===== src/rtl/sagp_pkg.sv =====
// ----------------------------------------------------------------------------
// Sample average gamma pixel pack: shared package
// Field widths, register indexes and the gamma threshold table.
// ----------------------------------------------------------------------------
`default_nettype none

package sagp_pkg;

	localparam int FRAC_BITS   = 12;
	localparam int MAX_SAMPLES = 1024;
	localparam int CH_W        = 16;
	localparam int COORD_W     = 13;
	localparam int SPP_W       = 11;
	localparam int LW_W        = 14;
	localparam int SUM_W       = 26;
	localparam int CNT_W       = 11;
	localparam int AVG_W       = FRAC_BITS + 1;
	localparam int ADDR_W      = 26;
	localparam int WORD_W      = 32;
	localparam int CFG_W       = 14;
	localparam int NUM_LANES   = 3;

	localparam logic [SUM_W-1:0] SUM_MAX = {SUM_W{1'b1}};
	localparam logic [AVG_W-1:0] AVG_ONE = AVG_W'(1) << FRAC_BITS;
	localparam logic [7:0]       ALPHA   = 8'hff;

	// Configuration register indexes.
	localparam logic REG_SPP = 1'b0;
	localparam logic REG_LW  = 1'b1;

	typedef logic [AVG_W-1:0] gamma_tab_t [256];

	// Handshake from the merge logic to the channel lanes.
	typedef struct packed {
		logic start;
		logic ack;
	} lane_ctl_t;

	// Smallest average v with v^5 * 255^11 >= k^11 * 2^(5*FRAC_BITS).
	function automatic logic [AVG_W-1:0] gamma_threshold(input int k);
		logic [191:0] lhs;
		logic [191:0] rhs;
		logic [191:0] kp;
		int lo;
		int hi;
		int mid;
		kp = 192'd1;
		for (int i = 0; i < 11; i++) kp = kp * 192'(k);
		kp = kp << (5 * FRAC_BITS);
		lo = 0;
		hi = 1 << FRAC_BITS;
		while (lo < hi) begin
			mid = (lo + hi) / 2;
			lhs = 192'd1;
			for (int i = 0; i < 5; i++) lhs = lhs * 192'(mid);
			rhs = lhs;
			for (int i = 0; i < 11; i++) rhs = rhs * 192'd255;
			if (rhs >= kp) hi = mid;
			else lo = mid + 1;
		end
		return AVG_W'(lo);
	endfunction

	function automatic gamma_tab_t gamma_table();
		gamma_tab_t t;
		for (int k = 0; k < 256; k++) t[k] = gamma_threshold(k);
		return t;
	endfunction

	localparam gamma_tab_t GAMMA_T = gamma_table();

endpackage

`default_nettype wire


===== src/rtl/sagp_lane.sv =====
// ----------------------------------------------------------------------------
// Sample average gamma pixel pack: channel lane
// Divides one channel sum by the sample count one quotient bit per cycle,
// clamps to 1.0 and finds the gamma byte by an eight step threshold search.
// ----------------------------------------------------------------------------
`default_nettype none

module sagp_lane import sagp_pkg::*; (
	input  wire logic             clk,
	input  wire logic             arst_n,
	input  wire lane_ctl_t        ctl,
	input  wire logic [SUM_W-1:0] sum,
	input  wire logic [CNT_W-1:0] count,
	output logic                  done,
	output logic [7:0]            gamma
);

	typedef enum logic [1:0] {L_IDLE, L_DIV, L_GAM, L_DONE} lane_state_t;

	lane_state_t      state_q;
	logic [SUM_W-1:0] dividend_q;
	logic [SUM_W-1:0] quot_q;
	logic [CNT_W-1:0] rem_q;
	logic [CNT_W-1:0] cnt_q;
	logic [4:0]       step_q;
	logic [AVG_W-1:0] avg_q;
	logic [7:0]       gam_q;
	logic [2:0]       bit_q;

	logic [CNT_W:0]   rem_sh;
	logic             ge;
	logic [CNT_W:0]   rem_nx;
	logic [SUM_W-1:0] quot_nx;
	logic [7:0]       trial;

	// One restoring division step.
	always_comb begin
		rem_sh  = {rem_q, dividend_q[SUM_W-1]};
		ge      = rem_sh >= {1'b0, cnt_q};
		rem_nx  = ge ? rem_sh - {1'b0, cnt_q} : rem_sh;
		quot_nx = {quot_q[SUM_W-2:0], ge};
		trial   = gam_q | (8'd1 << bit_q);
	end

	// Lane sequencer.
	always_ff @(posedge clk or negedge arst_n) begin
		if (!arst_n) begin
			state_q <= L_IDLE;
			step_q  <= '0;
			bit_q   <= '0;
			gam_q   <= '0;
		end else begin
			unique case (state_q)
				L_IDLE: begin
					if (ctl.start) begin
						dividend_q <= sum;
						cnt_q      <= count;
						rem_q      <= '0;
						quot_q     <= '0;
						step_q     <= '0;
						state_q    <= L_DIV;
					end
				end
				L_DIV: begin
					dividend_q <= dividend_q << 1;
					rem_q      <= rem_nx[CNT_W-1:0];
					quot_q     <= quot_nx;
					step_q     <= step_q + 5'd1;
					if (step_q == 5'(SUM_W - 1)) begin
						avg_q   <= (quot_nx > SUM_W'(AVG_ONE)) ? AVG_ONE
							: quot_nx[AVG_W-1:0];
						gam_q   <= '0;
						bit_q   <= 3'd7;
						state_q <= L_GAM;
					end
				end
				L_GAM: begin
					if (GAMMA_T[trial] <= avg_q) gam_q <= trial;
					bit_q <= bit_q - 3'd1;
					if (bit_q == 3'd0) state_q <= L_DONE;
				end
				L_DONE: begin
					if (ctl.ack) state_q <= L_IDLE;
				end
				default: state_q <= L_IDLE;
			endcase
		end
	end

	assign done  = (state_q == L_DONE);
	assign gamma = gam_q;

endmodule

`default_nettype wire


===== src/rtl/sample_average_gamma_pixel_pack_core.sv =====
// ----------------------------------------------------------------------------
// Sample average gamma pixel pack core
// Accumulates color samples per pixel, then resolves each channel in its own
// lane and packs the gamma corrected bytes with the pixel address.
// ----------------------------------------------------------------------------
// Channel   Dir  Handshake                 Word
// s_axis    in   s_axis_tvalid / tready    red, green, blue, col, row
// m_axis    out  m_axis_tvalid / tready    pixel_address, pixel_word
// cfg       in   cfg_we                    cfg_index selects the register
//
// A sample that does not finish a pixel is taken without holding s_axis_tready low.
// A finishing sample holds s_axis_tready low while the lanes are started, divide
// the sums, run the gamma threshold search and load the output register.
// The input stalls while the lanes work and while a result waits on m_axis.
// Reset clears the sums, the sample count and all handshake state.
// ----------------------------------------------------------------------------
`default_nettype none

module sample_average_gamma_pixel_pack_core import sagp_pkg::*; (
	input  wire logic             clk,
	input  wire logic             arst_n,
	input  wire logic             s_axis_tvalid,
	output logic                  s_axis_tready,
	// red[15:0], green[31:16], blue[47:32], pixel_col[60:48],
	// pixel_row[73:61], zero[79:74]
	input  wire logic [79:0]      s_axis_tdata,
	output logic                  m_axis_tvalid,
	input  wire logic             m_axis_tready,
	// pixel_address[25:0], pixel_word[57:26], zero[63:58]
	output logic [63:0]           m_axis_tdata,
	input  wire logic             cfg_we,
	input  wire logic             cfg_index,
	input  wire logic [CFG_W-1:0] cfg_data
);

	logic [SPP_W-1:0]   spp_q;
	logic [LW_W-1:0]    lw_q;
	logic [SUM_W-1:0]   sum_q [NUM_LANES];
	logic [SUM_W-1:0]   res_sum_q [NUM_LANES];
	logic [CNT_W-1:0]   seen_q;
	logic [CNT_W-1:0]   res_cnt_q;
	logic [ADDR_W-1:0]  addr_q;
	logic               start_q;
	logic               busy_q;
	logic [63:0]        out_q;
	logic               out_valid_q;

	logic [CH_W-1:0]    chan [NUM_LANES];
	logic [COORD_W-1:0] col;
	logic [COORD_W-1:0] row;
	logic [CNT_W-1:0]   eff_cnt;
	logic [SUM_W:0]     add_w [NUM_LANES];
	logic [SUM_W-1:0]   add_sat [NUM_LANES];
	logic               accept;
	logic               finish;
	logic [NUM_LANES-1:0] lane_done;
	logic [7:0]         lane_gamma [NUM_LANES];
	lane_ctl_t          ctl;
	logic               out_free;

	// Unpack the input word, saturate the running sums and clamp the sample count.
	always_comb begin
		chan[0] = s_axis_tdata[15:0];
		chan[1] = s_axis_tdata[31:16];
		chan[2] = s_axis_tdata[47:32];
		col     = s_axis_tdata[60:48];
		row     = s_axis_tdata[73:61];
		for (int i = 0; i < NUM_LANES; i++) begin
			add_w[i]   = {1'b0, sum_q[i]} + (SUM_W + 1)'(chan[i]);
			add_sat[i] = add_w[i][SUM_W] ? SUM_MAX : add_w[i][SUM_W-1:0];
		end
		if (spp_q == '0) eff_cnt = CNT_W'(1);
		else if (spp_q > SPP_W'(MAX_SAMPLES)) eff_cnt = CNT_W'(MAX_SAMPLES);
		else eff_cnt = spp_q;
	end

	assign s_axis_tready = !busy_q;
	assign accept        = s_axis_tvalid && s_axis_tready;
	assign finish        = (seen_q + CNT_W'(1)) >= eff_cnt;
	assign out_free      = !out_valid_q || m_axis_tready;
	assign ctl.start     = start_q;
	assign ctl.ack       = busy_q && (&lane_done) && out_free;

	// Configuration registers.
	always_ff @(posedge clk or negedge arst_n) begin
		if (!arst_n) begin
			spp_q <= SPP_W'(1);
			lw_q  <= LW_W'(1024);
		end else if (cfg_we) begin
			unique case (cfg_index)
				REG_SPP: spp_q <= cfg_data[SPP_W-1:0];
				REG_LW:  lw_q  <= cfg_data[LW_W-1:0];
				default: ;
			endcase
		end
	end

	// Accumulation and hand-off to the lanes.
	always_ff @(posedge clk or negedge arst_n) begin
		if (!arst_n) begin
			for (int i = 0; i < NUM_LANES; i++) sum_q[i] <= '0;
			seen_q  <= '0;
			start_q <= 1'b0;
			busy_q  <= 1'b0;
		end else begin
			start_q <= 1'b0;
			if (accept) begin
				if (finish) begin
					for (int i = 0; i < NUM_LANES; i++) begin
						res_sum_q[i] <= add_sat[i];
						sum_q[i]     <= '0;
					end
					res_cnt_q <= eff_cnt;
					addr_q    <= ADDR_W'(row) * ADDR_W'(lw_q) + ADDR_W'(col);
					seen_q    <= '0;
					start_q   <= 1'b1;
					busy_q    <= 1'b1;
				end else begin
					for (int i = 0; i < NUM_LANES; i++) sum_q[i] <= add_sat[i];
					seen_q <= seen_q + CNT_W'(1);
				end
			end else if (ctl.ack) begin
				busy_q <= 1'b0;
			end
		end
	end

	// Channel lanes: red, green, blue.
	for (genvar g = 0; g < NUM_LANES; g++) begin : g_lane
		sagp_lane u_lane (
			.clk    (clk),
			.arst_n (arst_n),
			.ctl    (ctl),
			.sum    (res_sum_q[g]),
			.count  (res_cnt_q),
			.done   (lane_done[g]),
			.gamma  (lane_gamma[g])
		);
	end

	// Merge the lane bytes into the output register.
	always_ff @(posedge clk or negedge arst_n) begin
		if (!arst_n) begin
			out_valid_q <= 1'b0;
		end else if (ctl.ack) begin
			out_q       <= {6'd0, ALPHA, lane_gamma[2], lane_gamma[1], lane_gamma[0], addr_q};
			out_valid_q <= 1'b1;
		end else if (m_axis_tready) begin
			out_valid_q <= 1'b0;
		end
	end

	assign m_axis_tvalid = out_valid_q;
	assign m_axis_tdata  = out_q;

`ifndef NO_ASSERTIONS
	// The lanes run in lockstep and finish together.
	a_lanes_sync: assert property (@(posedge clk) disable iff (!arst_n)
		$onehot0(lane_done) |-> (lane_done == '0 || NUM_LANES == 1))
		else $error("lanes out of step");

	// The count of samples seen for a pixel stays below MAX_SAMPLES.
	a_seen_bound: assert property (@(posedge clk) disable iff (!arst_n)
		seen_q < CNT_W'(MAX_SAMPLES))
		else $error("sample count overran");

	// A lane start only follows a finishing sample.
	a_start_src: assert property (@(posedge clk) disable iff (!arst_n)
		start_q |-> busy_q && $past(accept))
		else $error("lane start without finishing sample");

	// A presented result carries full alpha.
	a_alpha: assert property (@(posedge clk) disable iff (!arst_n)
		out_valid_q |-> out_q[57:50] == ALPHA)
		else $error("alpha byte wrong");
`endif

endmodule

`default_nettype wire

===== config.mk =====
export PLATFORM = sky130hd
export DESIGN_NAME = sample_average_gamma_pixel_pack_core
export DESIGN_NICKNAME = d
export VERILOG_FILES = /design/src/rtl/sagp_pkg.sv /design/src/rtl/sagp_lane.sv /design/src/rtl/sample_average_gamma_pixel_pack_core.sv
export SDC_FILE = /design/constraint.sdc
export NUM_CORES = 2
export LEC_CHECK = 0
export ABC_AREA = 1
export BUFFER_PORTS_ARGS = -buffer_cell sky130_fd_sc_hd__buf_2
export CORE_AREA = 2 2 303 305
export CTS_BUF_LIST = sky130_fd_sc_hd__clkbuf_8
export DETAILED_ROUTE_END_ITERATION = 10
export DIE_AREA = 0 0 305 307
export PLACE_DENSITY = 0.73
export SLEW_MARGIN = 20
export SYNTH_ARGS = -nofsm -noshare
export SYNTH_HDL_FRONTEND = slang
export SYNTH_SLANG_ARGS = --single-unit

===== constraint.sdc =====
create_clock -name clk -period 7.7 [get_ports clk]
set_clock_uncertainty 0.15 [all_clocks]
set_input_delay 1.155 -clock clk [delete_from_list [all_inputs] [get_ports clk]]
set_output_delay 1.155 -clock clk [all_outputs]
set_load 0.05 [all_outputs]

==> flow_summary_export.csv <==
group,metric,value,unit
sta,worst-slew-pin-transition,1140,ps
cells_and_area,fin_nets,6493,
sta,rsz0062_at_grt,"no",
synthesis,ys_seq_area_frac,0.379,
critical_path,crit_type,"reg2reg",
cells_and_area,final_area,48400,sq um
synthesis,synthCells,5848,
sta,tns,0,ps
synthesis,synth_cell_types,60,
critical_path,crit_required,7990,ps
drt,ant_nets,0,
sta,relSlewSlack,0.240,
cells_and_area,fin_util,0.534,
critical_path,cp_top_family,"adder cells",
cells_and_area,area_growth,8.14,%
placed_design,placed_area,46400,sq um
synthesis,synth_area,44800,sq um
sta,hold_ws,135,ps
synthesis,syn_area_per_cell,7.66,sq um
floorplanning,num_rows,111,
synthesis,ys_async_sr_fraction,0.288,
floorplanning,design.core.area,90700,sq um
synthesis,ys.flop_type,"edfxtp_1",
critical_path,cp-end-kind,"register",
cts,cts_tree,"built",
floorplanning,die_height,307,um
sta,period_minus_slack,5920,ps
sta,final-hold-violation-count,0,
grt,grt_pass1_wl,203000,um
cts,worstSkewPairLatency,760,ps
placed_design,place_congestion,1.01,
cts,clock_sinks,594,
placed_design,portBuffers,145,
pwr,ir_drop,401,uV
sta,setup_viol,0,
critical_path,critPathLaunch,"lw_q[7]$_DFFE_PN0P_",
critical_path,r2r-start,"lw_q[7]$_DFFE_PN0P_",
critical_path,reg2reg_depth,22,
outcome,status,"completed",
sta,fin_crit_sh,0.769,
grt,antenna_found_initial,2,
drt,first_pass_iters,6,
grt,gr-total-overflow,0,
cts,cts_root_buf,"clkbuf_8",
critical_path,crit_buf_inv,8,
floorplanning,dieArea,93600,sq um
drt,routed_wl,127000,um
floorplanning,initial_core_util,0.494,
critical_path,path_depth,22,
pwr,p_leak,24.7,nW
critical_path,crit_path_max_incr_delay,630,ps
critical_path,cpMaxStageDelayCell,"dfrtp_1",
grt,grt_pass1_vias,38000,
placed_design,dp_hpwl,91400,um
sta,fmax,169,MHz
synthesis,yosys_warnings,0,
grt,grt_max_degree,68,
cts,cts_resized,0,
critical_path,cp_max_fo,14,
floorplanning,ios,166,
grt,grt.total_usage,0.269,
cells_and_area,drive_above_1_share,0.0714,
cts,clock_path_buffers,3,
synthesis,ys_ff_latch,594,
synthesis,synth_edf_count,423,
floorplanning,dieWidth,305,um
pwr,pwr_density_cell,438,nW/um^2
critical_path,crit_chain,"nand2_1, inv_1, fa_1, inv_1, fa_1, inv_1, fa_1, inv_1, fa_1, inv_1, fa_1, inv_1, fa_1, inv_1, ha_1, nand2_1, inv_1, nand4_1, o21ai_0, nand2_1, nand2_1, xor2_1",
cts,cts_setup_buffers,0,
drt,drtIter0Drc,3862,
critical_path,crit_path_start_kind,"register",
cts,htree_levels,3,
critical_path,crit_arrival,6210,ps
pwr,p_total,0.0212,W
sta,finalMaxSlewViolations,0,
drt,routed_via_density,5.45,
worst_hold_path,hp-class,"in2async",
drt,wl_per_cell,17.6,um
cts,path_clk_slew,60,ps
cts,cts_buffers,99,
critical_path,path_common_cell,"inv_1",
cts,ctsHoldBuffers,0,
cells_and_area,fillCellCount,8650,
drt,drcViolationCount,0,
job,cap_viol_max_count,0,
drt,num_vias,39300,
-- cell usage in the layout (no fill, tap or decap), types with 14 or more instances in the layout --
cell / count
a21oi_1: 289
a31oi_1: 19
buf_2: 144
buf_4: 37
clkbuf_8: 103
clkinv_1: 14
clkinv_2: 15
conb_1: 14
dfrtp_1: 169
edfxtp_1: 423
fa_1: 146
ha_1: 298
inv_1: 862
inv_2: 22
nand2_1: 1963
nand2_2: 25
nand3_1: 353
nand4_1: 85
nor2_1: 365
nor3_1: 53
nor4_1: 16
o211ai_1: 33
o21ai_0: 284
o22ai_1: 14
or2_2: 21
xnor2_1: 31
xor2_1: 69
-- state kept, by name (all words and copies together), names as in the netlist, 24 cells and up --
signal / count
g_lane.u_lane.quot_q: 75
g_lane.u_lane.avg_q: 39
g_lane.u_lane.gamma: 24
sum_q: 78
addr_q: 26
g_lane.u_lane.dividend_q: 78
g_lane.u_lane.cnt_q: 33
g_lane.u_lane.rem_q: 33
m_axis_tdata: 50
res_sum_q: 78
-- logic make-up (layout without fill, tap and decap cells) --
family,count (synthesis),after routing,synth area share
multiplexers,3,3,0.000755
other,2,18,0.000168
XOR/XNOR,100,100,0.0196
buffers and inverters,1050,1215,0.0928
AO/OA/AOI/OAI,722,722,0.0890
flip-flops,594,594,0.379
AND/OR/NAND/NOR,2930,2930,0.269
adder cells (fa/ha/maj),447,447,0.149
-- worst reg2reg max path, cell delays in order, from the launching register on --
cell and delay, ps:
dfrtp_1 630, nand2_1 150, inv_1 70, fa_1 530, inv_1 50, fa_1 490, inv_1 60, fa_1 520
inv_1 60, fa_1 520, inv_1 50, fa_1 480, inv_1 50, fa_1 470, inv_1 40, ha_1 340
nand2_1 120, inv_1 100, nand4_1 100, o21ai_0 430, nand2_1 100, nand2_1 90, xor2_1 60
-- final timing paths --
check,endpoint,slack (ps)
setup / recovery,addr_q[18]$_DFFE_PP_,1780
hold / removal,g_lane[2].u_lane.gamma[6]$_DFFE_PN0P_,140
setup reg to reg,addr_q[18]$_DFFE_PP_,1780
hold reg to reg,m_axis_tdata[11]$_DFFE_PP_,260
max in group asynchronous,sum_q[75]$_DFFE_PN0P_,5450
min in group clk,m_axis_tdata[11]$_DFFE_PP_,260
-- stage by stage --
stage | setup slack, ps | std cells
4_1_cts | 1810 | 7210
2_1_floorplan | 1540 | 5860
3_3_place_gp | 1160 | 7030
5_1_grt | 1420 | 7214
3_5_place_dp | 1120 | 7030
6_report | 1780 | 7215
-- cells in the mapped netlist, drive strengths merged, types with 16 or more instances --
library cell  instances  share of area
nand2              1993           0.17
inv                 848          0.071
edfxtp              423           0.28
nor2                378          0.032
nand3               353          0.039
a21oi               303          0.036
ha                  301          0.084
o21ai               298          0.033
dfrtp               169          0.094
fa                  146          0.065
clkbuf              101         0.0085
buf                  97          0.013
nand4                85          0.012
xor2                 69          0.013
nor3                 54         0.0060
o211ai               33         0.0055
xnor2                31         0.0061
or2                  22         0.0031
a31oi                19         0.0027
nor4                 16         0.0022
-- power breakdown --
part	leakage [nW]	internal [W]	switching, W
Sequential	6.10	0.00459	0.000422
Clock	1.14	0.00145	0.00135
Combinational	17.4	0.00428	0.00912
Total	24.7	0.0103	0.0109
-- layer usage --
metal	vias up	wire [um]	GRT usage
li1	19000	-	-
met1	18400	55700	0.369
met2	1619	57000	0.429
met3	295	9880	0.0449
met4	0	4120	0.100
met5	-	0	0
-- final cells by class --
| cell class | count | area (sq um) | area share |
|---|---|---|---|
| Antenna cell | 4 | 10.0 | 0.000207 |
| Clock buffer | 102 | 1400 | 0.0290 |
| Multi-Input combinational cell | 4216 | 23700 | 0.490 |
| Tap cell | 1186 | 1480 | 0.0307 |
| Clock inverter | 78 | 557 | 0.0115 |
| Timing Repair Buffer | 183 | 1030 | 0.0213 |
| Sequential cell | 594 | 17000 | 0.351 |
| Inverter | 852 | 3200 | 0.0661 |
No activity file was read; power rests on OpenSTA's default activity.
